### config.mk
export PLATFORM = sky130hd
export DESIGN_NAME = bale_cell
export DESIGN_NICKNAME = d
export VERILOG_FILES = /design/src/bale_pkg.sv /design/src/bale_cell.sv
export SDC_FILE = /design/constraint.sdc
export NUM_CORES = 1
export LEC_CHECK = 0
export ABC_AREA = 0
export BUFFER_PORTS_ARGS = -buffer_cell sky130_fd_sc_hd__buf_4
export CAP_MARGIN = 20
export CORE_MARGIN = 10
export CORE_UTILIZATION = 55
export CTS_CLUSTER_SIZE = 14
export DETAILED_ROUTE_END_ITERATION = 6
export GPL_TIMING_DRIVEN = 0
export PLACE_DENSITY = 0.94
export SLEW_MARGIN = 5
export SYNTH_ARGS = -nofsm -noshare
export SYNTH_HDL_FRONTEND = slang
export SYNTH_SLANG_ARGS = --single-unit
### constraint.sdc
create_clock -name clk -period 5.1 [get_ports clk]
set_input_delay 0.255 -clock clk [delete_from_list [all_inputs] [get_ports clk]]
set_output_delay 0.255 -clock clk [all_outputs]
set_load 0.01 [all_outputs]
### src/bale_pkg.sv
// bale_pkg: shared types and constants for the bounded array list engine
// request and result words, request and status codes, cell control, states
// no dependencies
package bale_pkg;

	localparam int unsigned DEPTH_DEF = 64;

	typedef struct packed {
		logic [3:0]         req_type;
		logic signed [15:0] data_in;
		logic [5:0]         position;
	} in_word_t;

	typedef struct packed {
		logic [2:0]         status;
		logic signed [15:0] removed_value;
		logic [5:0]         found_index;
		logic [6:0]         list_length;
		logic signed [15:0] max_value;
		logic signed [15:0] min_value;
	} out_word_t;

	typedef enum logic [3:0] {
		REQ_CLEAR     = 4'd0,
		REQ_INS_FIRST = 4'd1,
		REQ_INS_AT    = 4'd2,
		REQ_INS_LAST  = 4'd3,
		REQ_DEL_FIRST = 4'd4,
		REQ_DEL_AT    = 4'd5,
		REQ_DEL_LAST  = 4'd6,
		REQ_SEARCH    = 4'd7,
		REQ_SORT_ASC  = 4'd8,
		REQ_SORT_DESC = 4'd9
	} req_t;

	localparam logic [2:0] STAT_OK     = 3'd0;
	localparam logic [2:0] STAT_FULL   = 3'd1;
	localparam logic [2:0] STAT_EMPTY  = 3'd2;
	localparam logic [2:0] STAT_BADIDX = 3'd3;
	localparam logic [2:0] STAT_MISS   = 3'd4;

	typedef enum logic [2:0] {
		CMD_HOLD,
		CMD_LOAD,
		CMD_FROM_PREV,
		CMD_FROM_NEXT,
		CMD_SORT_LEFT,
		CMD_SORT_RIGHT
	} cell_cmd_t;

	typedef struct packed {
		cell_cmd_t cmd;
		logic      ascending;
	} cell_ctrl_t;

	typedef enum logic [2:0] {
		S_IDLE,
		S_EXEC,
		S_SORT,
		S_SCAN,
		S_DONE
	} state_t;

endpackage

### src/bale_cell.sv
// bale_cell: one slot of the list chain, holds a single entry
// shifts from either neighbour, loads new data or does a compare-exchange
// depends on bale_pkg
module bale_cell (
	input  logic                clk,
	input  bale_pkg::cell_ctrl_t ctrl,
	input  logic signed [15:0]  data,
	input  logic signed [15:0]  prev_value,
	input  logic signed [15:0]  next_value,
	output logic signed [15:0]  value,
	output logic                match
);

	logic signed [15:0] value_q;
	logic signed [15:0] value_d;

	always_comb begin
		value_d = value_q;
		case (ctrl.cmd)
			bale_pkg::CMD_LOAD: value_d = data;
			bale_pkg::CMD_FROM_PREV: value_d = prev_value;
			bale_pkg::CMD_FROM_NEXT: value_d = next_value;
			// left of a pair keeps the smaller (ascending) value
			bale_pkg::CMD_SORT_LEFT: begin
				if (ctrl.ascending ? (value_q > next_value) : (value_q < next_value))
					value_d = next_value;
			end
			bale_pkg::CMD_SORT_RIGHT: begin
				if (ctrl.ascending ? (prev_value > value_q) : (prev_value < value_q))
					value_d = prev_value;
			end
			default: value_d = value_q;
		endcase
	end

	always_ff @(posedge clk) begin
		value_q <= value_d;
	end

	assign value = value_q;
	assign match = (value_q == data);

endmodule

==> Word-level counts from Yosys, hierarchy flattened <==
Cells that the tools add are included.
{ "word_totals": {"in_bits": 53, "output_inout_bits": 17, "regBits": 16} }
{ "op_classes": {"reduce_logical": 2, "eq_ne": 8, "order_cmp": 4, "n_mux": 5} }
{ "ops": {"columns": ["op", "count"], "rows": [
  ["$pmux W16 S5", 1],
  ["$gt A16 B16 Y1", 2],
  ["$lt A16 B16 Y1", 2],
  ["$mux W16", 2],
  ["$eq A16 B16 Y1", 1],
  ["$eq A3 B2 Y1 const B", 2],
  ["$eq A3 B3 Y1 const B", 2],
  ["$reduce_bool A5 Y1", 1],
  ["$ne A2 B2 Y1 const B", 2],
  ["$eq A3 B1 Y1 const B", 1],
  ["$reduce_and A3 Y1", 1],
  ["$mux W1", 2]
]} }

==> Logic depth before layout (Yosys ltp) <==
Gate-level depths: netlist of run 1.
{ "logic_depth": {"ltp_word": 4, "mapped_depth": 8, "depth_no_buf": 8} }

==> Least setup slack after synthesis of run 1 <==
Ideal clock, no wire load.
{ "synth_path": {"path_type": "reg-to-reg", "from": "reg value_q[1] (netlist: value[1])", "to": "reg value_q[0] (netlist: value[0]), enable pin", "n_path_buf": 0, "period_less_slack_ns": 2.687, "setup_time_ns": 0.367, "path_stages_with_launch": 8, "setup_slack_ns": 2.413, "required_time_ns": 4.733, "arrival_time_ns": 2.320, "cell_sequence": "edfxtp_1 ha_1 nor2b_1 o211ai_1 a2111oi_2 or4_2 nand3_1 a211o_1"} }
{ "synth_via": {"elab_chain_len": 4, "elab_cells_between_ends": 9, "cone_classes": "4 x order compare; 2 x eq/ne; 2 x mux; 1 x reduce/logical"} }
{ "synth_lines": {"columns": ["item", "line_no", "text"], "rows": [
  ["from (decl)", "bale_cell.sv:14", "logic signed [15:0] value_q;"],
  ["from (signal assigned)", "bale_cell.sv:37", "value_q <= value_d;"],
  ["$lt A16 B16 Y1 (tied with other cells)", "bale_cell.sv:29", "if (ctrl.ascending ? (prev_value > value_q) : (prev_value < value_q))"],
  ["$mux W1 (on tied branches)", "bale_cell.sv:29, bale_cell.sv:25", null],
  ["$ne A2 B2 Y1 (no source line)", null, null],
  ["$reduce_and A3 Y1 (no source line) (*)", null, null]
]} }
Mark *: on every way between the ends. The rest lies on a longest branch, timed or not.
A chain may end at the register's enable or synchronous reset.

==> Worst setup path after layout of run 1 <==
{ "layout_path": {"from": "reg value_q[15] (netlist: value[15])", "to": "reg value_q[1] (netlist: value[1]), enable pin"} }
Same word-level chain as after synthesis.

==> out/qor.txt, run 1 <==
Status - completed
Gr usage total - 0.2037
Initial antenna violation count - 0
Max stage delay cell, worst path - a2111oi_0
HPWL after DPL - 5594 um
IO Pins - 70
Hold Path Stages - 3
Final hold vios - 0
Post-synth top cells - 34 x inv_1, 32 x ha_1, 32 x o22ai_1, 28 x a21oi_1
GR Layer Usage met3 - 0.05349
Tcrit/Tclk final - 0.6024
Syn-to-layout area delta - 29.51%
Total vias in the final route - 2372
Peak supply drop - 0.2131 mV
Post-cts resize count - 0
Worst Hold Class - in2reg
Final setup viols - 0
Overall Power - 0.0008805 W
Die ar. - 6655 um2
Largest net degree at the start of global routing - 17
CP Data Arrival Time - 2.97 ns
Bufs and invs on worst path - 1
Crit. End Element - register
Clock Sinks - 16
DR DRC count - 0
First-pass GRT wire length - 10760 um
Setup CP Type - reg2reg
Hold Buf Count CTS - 0
Worst-path fanout max - 16
Nets - 406
Slew @ Worst Pin - 0.7368 ns
Final Instance Count excl. Fillers - 368
Vias/cell - 6.446
Met2 Use GR - 0.3389
Fmax - 325.5 MHz
CTS clk-pin slew, worst paths - 0.07 ns
Clock Tree Buf Depth - 2
Chip Height - 81.58 um
Max-slew violations - 0
Die Width - 81.58 um
CP Depth - 7
Vias in the first global route - 2308
M1 GR Usage - 0.2403
Root buffer cell - clkbuf_8
Worst hold start - data[12]
Wire per inst - 19.50 um
TritonCTS buffer count - 3
Postcts setup bufs - 0
Share of layout cells above drive strength 1 - 0.2406
Post-synth EDFFs - 16
Clk Latency, worst-skew pair - 0.26 ns
Filler cell count - 263
Yosys warns - 0
Seq cells post-synth - 16
Final min period - 3.072 ns
Crit path launch type - register
Slew HR - 0.5088
Syn_area_per_cell - 8.410 um2
Post-Place Cells - 364
Top cells by area, synth - edfxtp_1 23%, ha_1 19%, o22ai_1 9.6%, a21oi_1 6.7%, o22a_1 6.7%
Synth area leader - edfxtp_1
Routed Antenna Nets - 0
Worst r2r path cells - 7
Rows - 22
WHS - 0.3844 ns
Pwr Density - 325.9 nW/um2
Routed wire length - 7177 um
Top-area cell type share of the netlist area - 0.2304
Grt peak-use layer - met2
Unrepaired setup endpoints after global routing - false
Max FFs per register - 16
Sum Neg Setup Slack - 0 ns
Port-buffer cells - 68
DRT iter0 DRCs - 351
Core footprint - 3661 um2
Delay-heaviest family, CP - compound AO/OA/AOI/OAI gates
Count leader, synth - inv_1
Initial Utilization - 0.5697
Prevailing post-synth register cell - edfxtp_1
Fraction of registers with async set/reset - 0
FF-to-FF Start - value[15]
Register area share after synthesis - 0.2304
CTS tree - done
Yosys cell types - 37
Leakage power - 1.222 nW
Worst path required time - 5.00 ns
Gate Count Post-Synth - 248
Total of max-cap violations - 0
Synth Cell Area - 2086 um2
DRT Pass-1 Iters - 5
Cell chain of the critical path - inv_1 -> ha_1 -> nand4_1 -> a2111oi_0 -> or4_1 -> and3_1 -> a211o_1
Net Count, Synth - 333
Antenna diodes - 0
# H-tree levels - 1
Fin Clk Skew - 0.002306 ns
GPL Wtd Cong - 0.8685
Remaining global-route overflow - 0
Crit path launch - value[15]
Crit path largest cell delay - 0.66 ns
worst paths after layout:
check              endpoint  slack (ns)
setup / recovery   value[1]        2.03
hold / removal    value[12]        0.38
setup reg to reg   value[1]        2.03
hold reg to reg   value[15]        1.73
stage by stage:
stage	setup slack, ns	cell area [um2]	util
final	2.028	2701	0.7379
after global routing	1.925	2701	0.7379
after CTS	2.031	2701	0.7379
after detailed placement	2.084	2656	0.7256
after global placement	2.159	2656	0.7256
after floorplan	2.413	2086	-
area by class of cell:
cell class                      count  area, um2  area share
Multi-Input combinational cell    185       1428      0.5285
Timing Repair Buffer               68      510.5      0.1890
Sequential cell                    16      480.5      0.1779
Inverter                           34      127.6     0.04724
Tap cell                           48      60.06     0.02223
Buffer                             13      50.05     0.01853
Clock buffer                        3      41.29     0.01528
Clock inverter                      1      3.754    0.001390
where the power goes:
group | switching (W) | internal, W
logic | 0.000276 | 0.000230
registers | 0.0000563 | 0.000210
clock network | 0.0000539 | 0.0000538
total | 0.000386 | 0.000494
cells in the final DEF (no fill, tap or decap), drive strengths merged:
cell / synthesis / routed
o2bb2ai: 2 / 2
nor2: 5 / 5
nor4bb: 1 / 1
ha: 32 / 32
o21a: 2 / 2
nand4: 12 / 12
o22ai: 32 / 32
a21o: 1 / 1
buf: 2 / 70
a311o: 1 / 1
o31ai: 2 / 2
o22a: 16 / 16
o32ai: 1 / 1
nand3: 1 / 1
o211ai: 2 / 2
or4: 4 / 4
nand2: 10 / 10
xnor2: 16 / 16
a211o: 1 / 1
nor2b: 2 / 2
o21bai: 1 / 1
a2111oi: 2 / 2
clkinv: 0 / 1
inv: 34 / 34
nand2b: 2 / 2
edfxtp: 16 / 16
o21ai: 4 / 4
and3: 2 / 2
nor4: 2 / 2
clkbuf: 11 / 14
a21oi: 29 / 29
worst min-delay path, delay by kind of cell:
family          cells  cell delay [ns]
compound gates      2             0.18
buf+inv             1             0.09
per-layer routing:
layer | wire, um | vias up
li1 | - | 1099
met1 | 2905 | 1104
met2 | 3400 | 148
met3 | 696 | 21
met4 | 174 | 0
met5 | 0 | -
cells by family (layout without fill, tap and decap cells):
kind of cell               after synthesis  count (layout)  synth area share
xor gates and xnor gates                16              16           0.06718
and+or+nand+nor                         41              41            0.1164
DFF                                     16              16            0.2304
buffers and inverters                   47             119           0.08518
adders and majority gates               32              32            0.1920
AOI/OAI and AO/OA                       96              96            0.3089
Power figures use the tool's default switching activity.
==> run 2: changes to the inputs <==
--- a/config.mk
+++ b/config.mk
@@ -9,11 +9,11 @@
 export BUFFER_PORTS_ARGS = -buffer_cell sky130_fd_sc_hd__buf_4
 export CAP_MARGIN = 20
 export CORE_MARGIN = 10
-export CORE_UTILIZATION = 55
+export CORE_UTILIZATION = 52
 export CTS_CLUSTER_SIZE = 14
 export DETAILED_ROUTE_END_ITERATION = 6
 export GPL_TIMING_DRIVEN = 0
-export PLACE_DENSITY = 0.94
+export PLACE_DENSITY = 0.9
 export SLEW_MARGIN = 5
 export SYNTH_ARGS = -nofsm -noshare
 export SYNTH_HDL_FRONTEND = slang
==> constraint.sdc (replaced) <==
create_clock -name clk -period 3.15 [get_ports clk]
set_input_delay 0.1575 -clock clk [delete_from_list [all_inputs] [get_ports clk]]
set_output_delay 0.1575 -clock clk [all_outputs]
set_load 0.01 [all_outputs]
==> out/qor.txt, run 2 (synthesis gave the netlist of run 1 again) <==
Status - completed
Vias in the first global route - 2296 (-0.52%)
Remaining global-route overflow - 0 (unchanged)
Clock Tree Buf Depth - 2 (unchanged)
Die ar. - 6944 um2 (+4.3%)
Util after Layout - 0.7167 (-0.02121)
Worst slack at placement - 0.1616 ns (-1.922 ns)
FF-to-FF Start - value[5]
Wire per inst - 19.16 um (-1.8%)
FF-to-FF setup slack - 0.32 ns (-1.71 ns)
Fin worst setup slack - 0.3170 ns (-1.711 ns)
R2r endpoint - value[6]
Filler cell count - 304 (+16%)
Worst hold start - data[3]
Final hold vios - 0 (unchanged)
Die Width - 83.33 um (+2.1%)
# H-tree levels - 1 (unchanged)
Port-buffer cells - 68 (unchanged)
Worst Hold Class - in2reg
Nets - 406 (unchanged)
First-pass GRT wire length - 10830 um (+0.64%)
Worst r2r path cells - 6 (-1)
HPWL after DPL - 5480 um (-2.0%)
TritonCTS buffer count - 3 (unchanged)
Leakage power - 1.221 nW (about the same)
IO Pins - 70 (unchanged)
Vias/cell - 6.280 (-2.6%)
Peak supply drop - 0.3121 mV (+46%)
Syn-to-layout area delta - 29.57% (about the same)
Share of layout cells above drive strength 1 - 0.2438 (+0.003125)
Initial antenna violation count - 0 (unchanged)
Fin Clk Skew - 0.004779 ns (+0.002473 ns)
Hold path endpoint - value[3]
DRT Pass-1 Iters - 5 (unchanged)
Sum Neg Setup Slack - 0 ns (unchanged)
GPL Wtd Cong - 0.8797 (+1.3%)
Initial Utilization - 0.5531 (-0.01663)
Chip Height - 83.33 um (+2.1%)
Total vias in the final route - 2311 (-2.6%)
Crit. End Element - register
Antenna diodes - 0 (unchanged)
CTS tree - done
Register Area - 480.5 um2 (unchanged)
Cell chain of the critical path - ha_1 -> nand4_1 -> a2111oi_2 -> nor4bb_1 -> a311o_1 -> a211o_2
Core footprint - 3771 um2 (+3.0%)
Routed Antenna Nets - 0 (unchanged)
Post-layout instance area - 2703 um2 (about the same)
Crit path largest cell delay - 0.59 ns (-0.07 ns)
Final min period - 2.833 ns (-0.2391 ns)
Max-slew violations - 0 (unchanged)
Routed wire length - 7051 um (-1.8%)
Hold Path Stages - 3 (unchanged)
Final setup viols - 0 (unchanged)
Most frequent cells in the layout - 68 x buf_4, 34 x inv_1, 32 x o22ai_1, 32 x ha_1, 28 x a21oi_1
Setup CP Type - reg2reg
Largest net degree at the start of global routing - 17 (unchanged)
Slew HR - 0.5884 (+0.07961)
Area post-placement - 2656 um2 (unchanged)
Root buffer cell - clkbuf_8
DR DRC count - 0 (unchanged)
Unrepaired setup endpoints after global routing - false
Gr usage total - 0.1849 (-0.01883)
Clock Sinks - 16 (unchanged)
WHS - 0.2793 ns (-0.1051 ns)
Max stage delay cell, worst path - a2111oi_2
Max FFs per register - 16 (unchanged)
Rows - 22 (unchanged)
Pwr Density - 523.1 nW/um2 (+60%)
Total of max-cap violations - 0 (unchanged)
Commonest non-fill, non-tap cell in the layout - buf_4
Fmax - 353.0 MHz (+8.4%)
Crit path launch type - register
CP Data Arrival Time - 2.80 ns (-0.17 ns)
Worst-path fanout max - 16 (unchanged)
DRT iter0 DRCs - 192 (-45%)
Tcrit/Tclk final - 0.8994 (+0.2970)
Worst path required time - 3.12 ns (-1.88 ns)
CTS clk-pin slew, worst paths - 0.08 ns (about the same)
Clk Latency, worst-skew pair - 0.27 ns (about the same)
Area of the multi-input gates - 1429 um2 (about the same)
Slew @ Worst Pin - 0.6019 ns (-0.1350 ns)
==> run 2: cell counts in the layout (fill, tap and decap cells not counted) <==
Identical to the previous run, type by type.
==> run 2: power by group <==
| group | internal [W] | switching, W | total (W) | leakage (nW) |
|---|---|---|---|---|
| Sequential | 0.000339 | 0.0000931 | 0.000432 | 0.156 |
| Clock | 0.0000872 | 0.0000926 | 0.000180 | 0.0231 |
| Combinational | 0.000374 | 0.000429 | 0.000802 | 1.04 |
==> run 2: area by class of cell <==
type | count | share of cell area
Multi-Input combinational cell | 185 | 0.5287
Inverter | 34 | 0.04722
Sequential cell | 16 | 0.1778
Tap cell | 48 | 0.02222
Clock buffer | 3 | 0.01528
Timing Repair Buffer | 68 | 0.1889
Buffer | 13 | 0.01852
Clock inverter | 1 | 0.001389
==> run 2: worst max-delay path: cells and delay by family (launching register included) <==
family          cells  cell delay [ns]
compound gates      3             1.41
fa+ha+maj           1             0.36
flops               1             0.49
simple gates        2             0.28
==> run 2: through the flow <==
stage | std cells | total power (W)
2_1_floorplan | 248 | 0.0009088
3_3_place_gp | 364 | 0.001198
3_5_place_dp | 364 | 0.001225
4_1_cts | 368 | 0.001403
5_1_grt | 368 | 0.001509
6_report | 368 | 0.001414
==> run 2: worst max-delay path by stage <==
stage              start        end  slack, ns  depth (start not counted)
3_3_place_gp   value[11]   value[0]       0.19                          7
3_5_place_dp    value[1]  value[11]       0.16                          7
5_1_grt        value[15]   value[4]       0.16                          7
6_report        value[5]   value[6]       0.32                          6
4_1_cts         value[1]  value[11]       0.15                          7
2_1_floorplan   value[1]   value[0]       0.46                          7
==> run 2: repair_timing <==
action / CTS / global route
setup buffers: 0 / 0
endpoints found under the setup margin: 0 / 16
hold buffers: 0 / 0
gates resized for setup: 0 / 1
==> run 2: per-layer routing <==
layer / wire length (um) / global-route usage
met1: 3040 / 0.2272
met2: 3305 / 0.3038
met3: 567 / 0.04199
met4: 138 / 0.06923
met5: 0 / 0
